--- src/sv/bcra_pkg.sv ---
// shared types, constants and the byte scan function for the bitmap run allocator
// no dependencies; used by every other file through scoped names
package bcra_pkg;

  localparam int MAP_BYTES = 64;
  localparam int ADDR_W    = (MAP_BYTES > 1) ? $clog2(MAP_BYTES) : 1;
  localparam int CFG_W     = 7;
  localparam int IDX_W     = 9;
  localparam int LEN_W     = 10;

  localparam logic [CFG_W-1:0] CFG_RESET = 7'd64;

  typedef enum logic [1:0] {
    REQ_SCAN  = 2'd0,
    REQ_WRITE = 2'd1,
    REQ_TEST  = 2'd2,
    REQ_CLEAR = 2'd3
  } req_kind_t;

  typedef struct packed {
    req_kind_t        req_type;
    logic [IDX_W-1:0] bit_addr;
    logic             bit_value;
    logic [LEN_W-1:0] run_length;
  } req_t;

  typedef struct packed {
    logic             found;
    logic [IDX_W-1:0] run_start;
    logic             bit_state;
  } res_t;

  typedef enum logic [3:0] {
    ST_IDLE,
    ST_WR_RD,
    ST_WR_MOD,
    ST_TS_RD,
    ST_TS_CAP,
    ST_CLEAR,
    ST_SCAN_INIT,
    ST_SCAN,
    ST_DONE
  } ctrl_state_t;

  typedef struct packed {
    logic load;
    logic rd_req;
    logic wr_bit;
    logic test_cap;
    logic clr_all;
    logic scan_init;
    logic scan_step;
    logic push;
  } cmd_t;

  typedef struct packed {
    logic len_bad;
    logic hit;
    logic exhausted;
  } status_t;

  typedef struct packed {
    logic [LEN_W-1:0] count;
    logic             hit;
    logic [2:0]       pos;
  } byte_scan_t;

  // walk one byte lsb first, counting free bits until the run length is reached
  function automatic byte_scan_t scan_byte(input logic [7:0] data,
                                           input logic [LEN_W-1:0] count_in,
                                           input logic [LEN_W-1:0] len);
    byte_scan_t r;
    r.count = count_in;
    r.hit   = 1'b0;
    r.pos   = 3'd0;
    for (int i = 0; i < 8; i++) begin
      if (!r.hit) begin
        if (data[i]) begin
          r.count = '0;
        end else begin
          r.count = r.count + 1'b1;
          if (r.count == len) begin
            r.hit = 1'b1;
            r.pos = 3'(i);
          end
        end
      end
    end
    return r;
  endfunction

endpackage

--- src/sv/bitmap_contiguous_run_allocator_unit.sv ---
// top level of the bitmap run allocator: sequencer, datapath and result register
// depends on bcra_pkg, bcra_ctrl and bcra_dp
//
//   channel   signals                         direction  moves
//   in        in_valid, in_stall, in_data     into       request (scan, write, test, clear)
//   out       out_valid, out_stall, out_data  out of     one result per request
//   cfg       cfg_valid, cfg_ready, cfg_data  into       bytes_in_use write
//
// one request at a time; a new request is taken while the last result waits in the output register
// write and test: a registered memory read, then the bit modify (write) or the bit capture (test)
// clear all: one clear step; scan: reads the bytes in use (at most 64), one bitmap byte
// per cycle through the single memory read port, and stops early when a run is found or cannot fit
// synchronous reset frees every bit at once through per-byte valid flags; no clearing pass
// out_stall holds the result register; in_stall is high whenever a request is in progress
module bitmap_contiguous_run_allocator_unit (
  input  logic                          clk,
  input  logic                          rst,
  input  logic                          in_valid,
  output logic                          in_stall,
  input  bcra_pkg::req_t                in_data,
  output logic                          out_valid,
  input  logic                          out_stall,
  output bcra_pkg::res_t                out_data,
  input  logic                          cfg_valid,
  output logic                          cfg_ready,
  input  logic [bcra_pkg::CFG_W-1:0]    cfg_data
);

  bcra_pkg::cmd_t    cmd;
  bcra_pkg::status_t status;
  bcra_pkg::res_t    res;
  logic              busy;
  logic              out_free;

  assign cfg_ready = 1'b1;
  assign in_stall  = busy;
  assign out_free  = !out_valid || !out_stall;

  bcra_ctrl u_ctrl (
    .clk      (clk),
    .rst      (rst),
    .in_valid (in_valid),
    .req_type (in_data.req_type),
    .status   (status),
    .out_free (out_free),
    .cmd      (cmd),
    .busy     (busy)
  );

  bcra_dp u_dp (
    .clk      (clk),
    .rst      (rst),
    .in_data  (in_data),
    .cfg_we   (cfg_valid && cfg_ready),
    .cfg_data (cfg_data),
    .cmd      (cmd),
    .status   (status),
    .res      (res)
  );

  always_ff @(posedge clk) begin
    if (rst) begin
      out_valid <= 1'b0;
    end else if (cmd.push) begin
      out_valid <= 1'b1;
    end else if (!out_stall) begin
      out_valid <= 1'b0;
    end
  end

  always_ff @(posedge clk) begin
    if (cmd.push) begin
      out_data <= res;
    end
  end

endmodule

--- src/sv/bcra_ctrl.sv ---
// request sequencer for the bitmap run allocator
// depends on bcra_pkg; drives datapath commands from datapath status
module bcra_ctrl (
  input  logic                clk,
  input  logic                rst,
  input  logic                in_valid,
  input  bcra_pkg::req_kind_t req_type,
  input  bcra_pkg::status_t   status,
  input  logic                out_free,
  output bcra_pkg::cmd_t      cmd,
  output logic                busy
);

  bcra_pkg::ctrl_state_t state, state_next;

  always_ff @(posedge clk) begin
    if (rst) begin
      state <= bcra_pkg::ST_IDLE;
    end else begin
      state <= state_next;
    end
  end

  always_comb begin
    state_next = state;
    unique case (state)
      bcra_pkg::ST_IDLE: begin
        if (in_valid) begin
          unique case (req_type)
            bcra_pkg::REQ_SCAN:  state_next = bcra_pkg::ST_SCAN_INIT;
            bcra_pkg::REQ_WRITE: state_next = bcra_pkg::ST_WR_RD;
            bcra_pkg::REQ_TEST:  state_next = bcra_pkg::ST_TS_RD;
            bcra_pkg::REQ_CLEAR: state_next = bcra_pkg::ST_CLEAR;
            default:             state_next = bcra_pkg::ST_IDLE;
          endcase
        end
      end
      bcra_pkg::ST_WR_RD:  state_next = bcra_pkg::ST_WR_MOD;
      bcra_pkg::ST_WR_MOD: state_next = bcra_pkg::ST_DONE;
      bcra_pkg::ST_TS_RD:  state_next = bcra_pkg::ST_TS_CAP;
      bcra_pkg::ST_TS_CAP: state_next = bcra_pkg::ST_DONE;
      bcra_pkg::ST_CLEAR:  state_next = bcra_pkg::ST_DONE;
      bcra_pkg::ST_SCAN_INIT: begin
        state_next = status.len_bad ? bcra_pkg::ST_DONE : bcra_pkg::ST_SCAN;
      end
      bcra_pkg::ST_SCAN: begin
        if (status.hit || status.exhausted) begin
          state_next = bcra_pkg::ST_DONE;
        end
      end
      bcra_pkg::ST_DONE: begin
        if (out_free) begin
          state_next = bcra_pkg::ST_IDLE;
        end
      end
      default: state_next = bcra_pkg::ST_IDLE;
    endcase
  end

  always_comb begin
    cmd  = '0;
    busy = (state != bcra_pkg::ST_IDLE);
    unique case (state)
      bcra_pkg::ST_IDLE:      cmd.load      = in_valid;
      bcra_pkg::ST_WR_RD:     cmd.rd_req    = 1'b1;
      bcra_pkg::ST_WR_MOD:    cmd.wr_bit    = 1'b1;
      bcra_pkg::ST_TS_RD:     cmd.rd_req    = 1'b1;
      bcra_pkg::ST_TS_CAP:    cmd.test_cap  = 1'b1;
      bcra_pkg::ST_CLEAR:     cmd.clr_all   = 1'b1;
      bcra_pkg::ST_SCAN_INIT: cmd.scan_init = 1'b1;
      bcra_pkg::ST_SCAN:      cmd.scan_step = 1'b1;
      bcra_pkg::ST_DONE:      cmd.push      = out_free;
      default:                cmd           = '0;
    endcase
  end

endmodule

--- src/sv/bcra_dp.sv ---
// datapath of the bitmap run allocator: bitmap memory, valid bits, scan counter, result
// depends on bcra_pkg; steered by bcra_ctrl commands
module bcra_dp (
  input  logic                          clk,
  input  logic                          rst,
  input  bcra_pkg::req_t                in_data,
  input  logic                          cfg_we,
  input  logic [bcra_pkg::CFG_W-1:0]    cfg_data,
  input  bcra_pkg::cmd_t                cmd,
  output bcra_pkg::status_t             status,
  output bcra_pkg::res_t                res
);

  logic [bcra_pkg::CFG_W-1:0]     bytes_in_use;
  bcra_pkg::req_t                 req;
  logic [7:0]                     mem [bcra_pkg::MAP_BYTES];
  logic [bcra_pkg::MAP_BYTES-1:0] vld;
  logic [7:0]                     rd_data;
  logic                           rd_vld;
  logic [bcra_pkg::CFG_W-1:0]     ptr;
  logic [bcra_pkg::CFG_W-1:0]     ev_idx;
  logic                           ev_valid;
  logic [bcra_pkg::LEN_W-1:0]     count;

  logic [bcra_pkg::CFG_W-1:0]     vb;
  logic [bcra_pkg::LEN_W-1:0]     total;
  logic                           in_store;
  logic [7:0]                     cur_byte;
  logic [2:0]                     bit_sel;
  logic [7:0]                     set_mask;
  logic [7:0]                     wr_byte;
  logic                           more;
  logic                           rd_en;
  logic                           wr_en;
  logic [bcra_pkg::ADDR_W-1:0]    rd_addr;
  logic [bcra_pkg::ADDR_W-1:0]    wr_addr;
  logic [bcra_pkg::IDX_W-1:0]     start;
  bcra_pkg::byte_scan_t           scan;

  always_comb begin
    vb = (32'(bytes_in_use) > bcra_pkg::MAP_BYTES) ?
         bcra_pkg::CFG_W'(bcra_pkg::MAP_BYTES) : bytes_in_use;
    total    = {vb, 3'b000};
    in_store = (32'(req.bit_addr[8:3]) < bcra_pkg::MAP_BYTES);
    cur_byte = rd_vld ? rd_data : 8'h00;
    bit_sel  = req.bit_addr[2:0];
    set_mask = 8'h01 << bit_sel;
    wr_byte  = req.bit_value ? (cur_byte | set_mask) : (cur_byte & ~set_mask);
    more     = (ptr < vb);
    scan     = bcra_pkg::scan_byte(cur_byte, count, req.run_length);
    start    = bcra_pkg::IDX_W'({ev_idx, 3'b000}) + bcra_pkg::IDX_W'(scan.pos) +
               bcra_pkg::IDX_W'(1) - req.run_length[bcra_pkg::IDX_W-1:0];
    rd_en    = cmd.rd_req || (cmd.scan_step && more);
    rd_addr  = cmd.scan_step ? bcra_pkg::ADDR_W'(ptr) : bcra_pkg::ADDR_W'(req.bit_addr[8:3]);
    wr_addr  = bcra_pkg::ADDR_W'(req.bit_addr[8:3]);
    wr_en    = cmd.wr_bit && in_store;

    status.len_bad   = (req.run_length == '0) || (req.run_length > total);
    status.hit       = ev_valid && scan.hit;
    status.exhausted = !ev_valid && !more;
  end

  // bitmap memory, registered read
  always_ff @(posedge clk) begin
    if (rd_en) begin
      rd_data <= mem[rd_addr];
      rd_vld  <= vld[rd_addr];
    end
    if (wr_en) begin
      mem[wr_addr] <= wr_byte;
    end
  end

  // an entry not yet written since reset, or since a clear-all within the bytes in use, reads as free
  always_ff @(posedge clk) begin
    if (rst) begin
      vld <= '0;
    end else if (cmd.clr_all) begin
      for (int i = 0; i < bcra_pkg::MAP_BYTES; i++) begin
        if (i < 32'(vb)) begin
          vld[i] <= 1'b0;
        end
      end
    end else if (wr_en) begin
      vld[wr_addr] <= 1'b1;
    end
  end

  always_ff @(posedge clk) begin
    if (rst) begin
      bytes_in_use <= bcra_pkg::CFG_RESET;
    end else if (cfg_we) begin
      bytes_in_use <= cfg_data;
    end
  end

  always_ff @(posedge clk) begin
    if (rst) begin
      ev_valid <= 1'b0;
    end else if (cmd.scan_init) begin
      ev_valid <= 1'b0;
    end else if (cmd.scan_step) begin
      ev_valid <= more;
    end
  end

  always_ff @(posedge clk) begin
    if (cmd.load) begin
      req <= in_data;
    end
    if (cmd.scan_init) begin
      ptr   <= '0;
      count <= '0;
    end else if (cmd.scan_step) begin
      if (more) begin
        ptr    <= ptr + 1'b1;
        ev_idx <= ptr;
      end
      if (ev_valid) begin
        count <= scan.count;
      end
    end
  end

  always_ff @(posedge clk) begin
    if (cmd.load) begin
      res <= '0;
    end else if (cmd.test_cap) begin
      res.bit_state <= in_store && cur_byte[bit_sel];
    end else if (cmd.scan_step && status.hit) begin
      res.found     <= 1'b1;
      res.run_start <= start;
    end
  end

endmodule

--- config.mk ---
export PLATFORM = sky130hd
export DESIGN_NAME = bitmap_contiguous_run_allocator_unit
export DESIGN_NICKNAME = d
export VERILOG_FILES = /design/src/sv/bcra_pkg.sv /design/src/sv/bitmap_contiguous_run_allocator_unit.sv /design/src/sv/bcra_ctrl.sv /design/src/sv/bcra_dp.sv
export SDC_FILE = /design/constraint.sdc
export NUM_CORES = 1
export LEC_CHECK = 0
export ABC_CLOCK_PERIOD_IN_PS = 14750
export BUFFER_PORTS_ARGS = -buffer_cell sky130_fd_sc_hd__buf_4
export CAP_MARGIN = 20
export CORE_MARGIN = 2
export CORE_UTILIZATION = 66
export CTS_BUF_LIST = sky130_fd_sc_hd__clkbuf_2 sky130_fd_sc_hd__clkbuf_4 sky130_fd_sc_hd__clkbuf_8
export DETAILED_ROUTE_END_ITERATION = 10
export PLACE_DENSITY = 0.79
export RECOVER_POWER = 25
export SLEW_MARGIN = 30
export SYNTH_ARGS = -nofsm -noshare
export SYNTH_HDL_FRONTEND = slang
export SYNTH_HIERARCHICAL = 1
export SYNTH_SLANG_ARGS = --single-unit
--- constraint.sdc ---
create_clock -name clk -period 14.75 [get_ports clk]
set_input_delay 4.425 -clock clk [delete_from_list [all_inputs] [get_ports clk]]
set_output_delay 4.425 -clock clk [all_outputs]
set_load 0.005 [all_outputs]
# Yosys cells after proc, flatten, opt, wreduce, memory -nomap -nowiden

Memory sizes are Yosys's and may differ from the RTL's. A register that Yosys moved wholly into a read port is not among the register bits.
Cells that the tools add are included.
W data, S select, Z words.

Bits in registers: 143
Bits in writable memories: 512
Input port bits: 34
Word-level logic and storage cells: 474
Memories: 1

Memories:

| name     | depth | width | rd ports | clocked after memory_dff | write ports | line          | text |
|---|---|---|---|---|---|---|---|
| u_dp.mem | 64    | 8     | 1        | 1                        | 1           | bcra_dp.sv:16 | `logic [7:0] mem [bcra_pkg::MAP_BYTES];` |

Add/sub/neg operators: 12
$lt $le $gt $ge: 71
Eq/ne operators: 87
Shifts and indexed selects: 1
Mux-type cells: 125
Bitwise operators: 6
Reduce and logical (&&, ||, !) cells: 90

Operators with widths:

| operator                | count |
|---|---|
| $lt A6 B7 Y1 const A    | 32 |
| $ne A2 B1 Y1 const B    | 67 |
| $reduce_and A2 Y1       | 67 |
| $mux W64                | 2 |
| $lt A5 B7 Y1 const A    | 16 |
| $mux W14                | 7 |
| $add A10 B1 Y10 const B | 8 |
| $eq A10 B10 Y1          | 8 |
| $mux W10                | 8 |
| $mux W4                 | 20 |
| $mux W1                 | 79 |
| $or A64 B64 Y64         | 1 |
| $lt A4 B7 Y1 const A    | 8 |
| $lt A3 B7 Y1 const A    | 4 |
| $pmux W4 S7             | 1 |
| $eq A4 B3 Y1 const B    | 4 |
| $mux W8                 | 2 |
| $pmux W4 S4             | 1 |
| $lt A1 B7 Y1 const A    | 2 |
| $lt A2 B7 Y1 const A    | 2 |
| $lt A6 B7 Y1 const B    | 2 |
| $gt A10 B10 Y1          | 1 |
| $logic_not A10 Y1       | 1 |
| $add A9 B1 Y9 const B   | 1 |
| other kinds (33)        | 48 |

# Depth between registers and ports, before layout

Word-level depth: 41
Depth in mapped cells: 65
Depth with buffers taken out: 56

# Cells and area by module

The synthesis kept the hierarchy.

By module, submodules not included:

| module                               | times used | cells an instance | area an instance (um2) | sequential area each (um2) |
|---|---|---|---|---|
| bcra_dp                              | 1          | 2672              | 33344.5                | 18427.7 |
| bitmap_contiguous_run_allocator_unit | 1          | 17                | 374.1                  | 350.3 |
| bcra_ctrl                            | 1          | 48                | 360.3                  | 80.1 |

# Least setup slack after synthesis

OpenSTA, ideal clock, no wires.

Path type: reg-to-reg
Start point: reg u_dp/count[0] (netlist bit)
End point: reg u_dp/res[9] (netlist name)
Library setup time: 0.091 ns
Data arrival time: 12.175 ns
Required time: 14.659 ns
Path slack: 2.484 ns
Stages on the path, launching flop included: 60
Buffers on the path: 8
Cells stage by stage: dfxtp_1 ha_1 buf_6 xnor2_2 xnor2_1 nor4_2 nand4_1 nor3_1 clkbuf_1 buf_2 nand2_1 nand2_1 ha_1 clkbuf_1 and3_1 nand4_1 or4_1 o31a_1 [... 24 more ...] a21o_1 o311ai_1 o21ai_0 nor3_1 nor4_2 a311oi_2 o31a_1 nor2_1 ha_1 ha_1 a21o_1 a21o_1 a21o_1 a21oi_1 o21bai_1 a21oi_1 xnor2_1 a311oi_1

Longest elaborated chain between the ends: 28

Ends and longest elaborated chain:

| what                                                        | line                           | text |
|---|---|---|
| from (decl)                                                 | bcra_dp.sv:23                  | `logic [bcra_pkg::LEN_W-1:0] count;` |
| from (signal assigned)                                      | bcra_dp.sv:120                 | `count <= scan.count;` |
| $add A10 B1 Y10 *                                           | bcra_pkg.sv:81                 | `r.count = r.count + 1'b1;` |
| $mux W10 / $eq A10 B10 Y1 (equally long branches)           | bcra_pkg.sv:78, bcra_pkg.sv:82 |  |
| $add A10 B1 Y10 / $mux W4 (equally long branches)           | bcra_pkg.sv:81, bcra_pkg.sv:82 |  |
| $mux W10 (tied with other cells)                            | bcra_pkg.sv:78                 | `if (data[i]) begin` |
| $mux W14 *                                                  | bcra_pkg.sv:77                 | `if (!r.hit) begin` |
| $add A10 B1 Y10 / $mux W4 (equally long branches)           | bcra_pkg.sv:81, bcra_pkg.sv:78 |  |
| $mux W10 (tied with other cells)                            | bcra_pkg.sv:78                 |  |
| $mux W14 *                                                  | bcra_pkg.sv:77                 |  |
| [... 12 more ...]                                           | n/a                            |  |
| $add A10 B1 Y10 / $mux W4 (equally long branches)           | bcra_pkg.sv:81, bcra_pkg.sv:78 |  |
| $eq A10 B10 Y1 / $mux W14 (equally long branches)           | bcra_pkg.sv:82, bcra_pkg.sv:77 |  |
| $mux W4                                                     | bcra_pkg.sv:82                 | `if (r.count == len) begin` |
| $mux W4                                                     | bcra_pkg.sv:78                 |  |
| $mux W14 *                                                  | bcra_pkg.sv:77                 |  |
| $add A9 B3 Y9 / $logic_and A1 B1 Y1 (equally long branches) | bcra_dp.sv:51, bcra_dp.sv:59   |  |
| $add A9 B1 Y9 / $logic_and A1 B1 Y1 (equally long branches) | bcra_dp.sv:51, bcra_dp.sv:130  |  |
| $sub A9 B9 Y9 / $reduce_and A2 Y1 (equally long branches)   | n/a                            |  |

Every way passes the cells marked *; elsewhere a longest branch is shown, timed or not.
A chain may end at the register's enable or synchronous reset.

# Worst setup path after layout

Start point: reg u_dp.rd_vld
End point: reg u_dp/res[9] (netlist name)

Longest elaborated chain between the ends: 28

Ends and longest elaborated chain:

| what                                                        | line                           | text |
|---|---|---|
| from (decl)                                                 | bcra_dp.sv:19                  | `logic rd_vld;` |
| from (signal assigned)                                      | bcra_dp.sv:67                  | `rd_vld <= vld[rd_addr];` |
| $mux W8 *                                                   | bcra_dp.sv:45                  | `cur_byte = rd_vld ? rd_data : 8'h00;` |
| $mux W10                                                    | bcra_pkg.sv:78                 |  |
| $add A10 B1 Y10                                             | bcra_pkg.sv:81                 |  |
| $mux W10 / $eq A10 B10 Y1 (equally long branches)           | bcra_pkg.sv:78, bcra_pkg.sv:82 |  |
| $mux W14 / $mux W4 (equally long branches)                  | bcra_pkg.sv:77, bcra_pkg.sv:82 |  |
| $add A10 B1 Y10 / $mux W4 (equally long branches)           | bcra_pkg.sv:81, bcra_pkg.sv:78 |  |
| $mux W10 (tied with other cells)                            | bcra_pkg.sv:78                 |  |
| $mux W14 / $mux W4 (equally long branches)                  | bcra_pkg.sv:77, bcra_pkg.sv:82 |  |
| [... 12 more ...]                                           | n/a                            |  |
| $add A10 B1 Y10 / $mux W4 (equally long branches)           | bcra_pkg.sv:81, bcra_pkg.sv:78 |  |
| $eq A10 B10 Y1 / $mux W14 (equally long branches)           | bcra_pkg.sv:82, bcra_pkg.sv:77 |  |
| $mux W4                                                     | bcra_pkg.sv:82                 |  |
| $mux W4                                                     | bcra_pkg.sv:78                 |  |
| $mux W14 *                                                  | bcra_pkg.sv:77                 |  |
| $add A9 B3 Y9 / $logic_and A1 B1 Y1 (equally long branches) | bcra_dp.sv:51, bcra_dp.sv:59   |  |
| $add A9 B1 Y9 / $logic_and A1 B1 Y1 (equally long branches) | bcra_dp.sv:51, bcra_dp.sv:130  |  |
| $sub A9 B9 Y9 / $reduce_and A2 Y1 (equally long branches)   | n/a                            |  |

Marked as above.

==> qor.yml <==
syn-num-nets: 2811
path_class: "flip-flop to flip-flop"
slowest_delay_ns: 0.69
dp_hpwl_mm: 64.15
wirelength_mm: 97.07
yosysUniqueCellTypes: 125
cts-root-buf: "clkbuf_8"
wl_met1_mm: 34.96
p_leak_nw: 12.20
rsz0062_at_grt: "no"
fin_hold_ws_ns: 0.4308
syn_area_per_cell_um2: 12.45
setup_viol: 0
grt_max_degree: 145
postLayoutCoreUtil_pct: 72.21
ir_drop_mv: 0.1164
crit_path_max_fanout: 18
synthTopCellsByArea: "edfxtp_1 (49%), mux4_2 (9.6%), dfxtp_1 (6.2%), a21oi_1 (2.4%), nand2_1 (2.4%)"
min_period_over_period_pct: 95.42
dr.pass1.iters: 6
cp-end-kind: "flip-flop"
wl_met2_mm: 46.27
status: "complete, but fails checks"
critPathLaunchType: "flip-flop"
clock_path_buffers: 3
syn_area_mm2: 0.03408
slew_headroom_pct: -106.6
wl_per_cell_um: 27.73
antenna_found_initial: 2
overflow: 0
synth_seq_cells: 663
ant_nets: 0
cts-resized-gates: 0
final_common_cell: "edfxtp_1"
synthCells: 2737
grt_pass1_wl_mm: 146.3
vias: 24880
cp.required_ns: 15.37
drv_cap: 6
die_h_um: 231.2
skew_ns: 0.04273
synth_top_area_cell: "edfxtp_1"
clock_sinks: 663
drcViolationCount: 0
tritoncts: "built"
synth-seq-area-share_pct: 55.34
power.density_mw_per_mm2: 135.3
synthDominantCellAreaShare_pct: 49.17
cts_buffers: 101
drv_slew: 390
fin_crit_ns: 14.07
fmax_mhz: 71.05
io_pins: 48
rows: 83
drive_above_1_share_pct: 17.81
place.gp.congestion: 0.9993
fin_setup_tns_ns: 0
cts_setup_buffers: 0
synth_edf_count: 558
hp-class: "flip-flop to flip-flop"
viasPerCell: 7.109
area_delta_synth_final_pct: 8.481
cts_hold_buf: 0
synthFlopType: "edfxtp_1"
grt_pass1_vias: 24210
coreArea_mm2: 0.05120
clk_pin_slew_worst_paths_ns: 0.06
drt_iter0_drc: 3496
async_reset_ff_share_pct: 0
initial_core_util_pct: 66.56
violations: "max-capacitance violations, max-slew violations"
dieWidth_um: 231.2
hold_viol_final: 0
clock_latency_ns: 0.73
cp_common_cell: "ha_1"
final_nets: 2812
cp_slowest_cell: "a21oi_2"
track_usage_pct: 36.55
cts.htree.levels: 3
top_layer: "met4"
max_slew.worst_pin.slew_ns: 3.099
worstPathArrival_ns: 14.69
dieArea_mm2: 0.05347
port_buffers: 46
final_cell_mix: "edfxtp_1 (558), nand2_1 (216), nor2_1 (201)"
yosysWarningCount: 6
wl_met3_mm: 9.502
[critical path, delay by kind of cell (launching register included)]
family	cells	cell delay (ns)
xor gates and xnor gates	3	0.57
AOI/OAI and AO/OA	22	6.59
muxes	2	0.80
buffers and inverters	6	0.90
DFF	1	0.37
and+or+nand+nor	12	2.95
adders and majority gates	6	1.80
[per-stage QoR]
| stage | instances | total power [W] | area (um^2) | setup WS [ns] |
|---|---|---|---|---|
| global placement | 3315 | 0.003429 | 34910 | 0.08234 |
| finish | 3500 | 0.005001 | 36970 | 0.6761 |
| floorplan | 2737 | 0.003069 | 34080 | 2.484 |
| global route | 3500 | 0.005176 | 36970 | 0.008466 |
| detailed placement | 3315 | 0.003452 | 34950 | 0.6333 |
| CTS | 3499 | 0.004984 | 37000 | 0.6258 |
[worst paths after layout]
| kind | startpoint | end | slack (ns) | depth (start not counted) |
|---|---|---|---|---|
| setup / recovery | u_dp/rd_vld | u_dp/res[9] | 0.68 | 51 |
| hold / removal | u_dp/res[4] | out_data[4] | 0.43 | 0 |
| setup reg to reg | u_dp/rd_vld | u_dp/res[9] | 0.68 | 51 |
| hold reg to reg | u_dp/res[4] | out_data[4] | 0.43 | 0 |
[registers in the layout (all words and copies together) (netlist names), 3 cells and up]
signal / count
u_dp/bit_sel: 3
u_dp/mem: 512
u_dp/vld: 64
u_dp/bytes_in_use: 7
u_ctrl/state: 4
u_dp/req: 17
u_dp/rd_data: 8
out_data: 11
u_dp/ptr: 7
u_dp/res: 11
u_dp/ev_idx: 6
u_dp/count: 10
[synthesized netlist by cell type (30+ instances only)]
cell / instances
a211oi_1: 93
a21oi_1: 166
a31oi_1: 43
and2_1: 67
and3_1: 30
buf_2: 34
clkbuf_1: 118
dfxtp_1: 105
edfxtp_1: 558
ha_1: 39
inv_1: 35
mux2i_1: 37
mux4_2: 146
nand2_1: 216
nand3_1: 68
nand4_1: 31
nor2_1: 202
nor3_1: 92
o21ai_0: 66
xnor2_1: 92
[per-layer routing]
metal  global-route usage, %  vias up
met1                   47.28    12090
met3                   6.853      370
met5                       0        -
li1                        -    10690
met2                   58.43     1728
met4                   21.09        0
[cells by family after synthesis]
family                   Yosys count  synth area share, %
AND/OR/NAND/NOR                  875                13.18
AO/OA/AOI/OAI                    602                12.39
flip-flops                       663                55.34
other                              1              0.01100
multiplexers                     199                11.28
XOR/XNOR                         123                3.411
adder cells (fa/ha/maj)           40                1.491
buffers and inverters            234                2.900
[cell type report]
cell class | count | area (um^2)
tap | 680 | 850.8
fill | 3341 | 14230
multi-input combinational | 1840 | 14360
timing repair buffer | 90 | 689.4
clock inverter | 46 | 361.6
antenna | 1 | 2.502
sequential | 663 | 18860
inverter | 42 | 157.7
clock buffer | 138 | 1687
[power breakdown]
group,switching (W),internal [W]
Sequential,0.0000611,0.00217
Combinational,0.000805,0.000424
Clock,0.000723,0.000821
Total,0.00159,0.00341
Note: power is estimated with default switching activity, not from simulation.
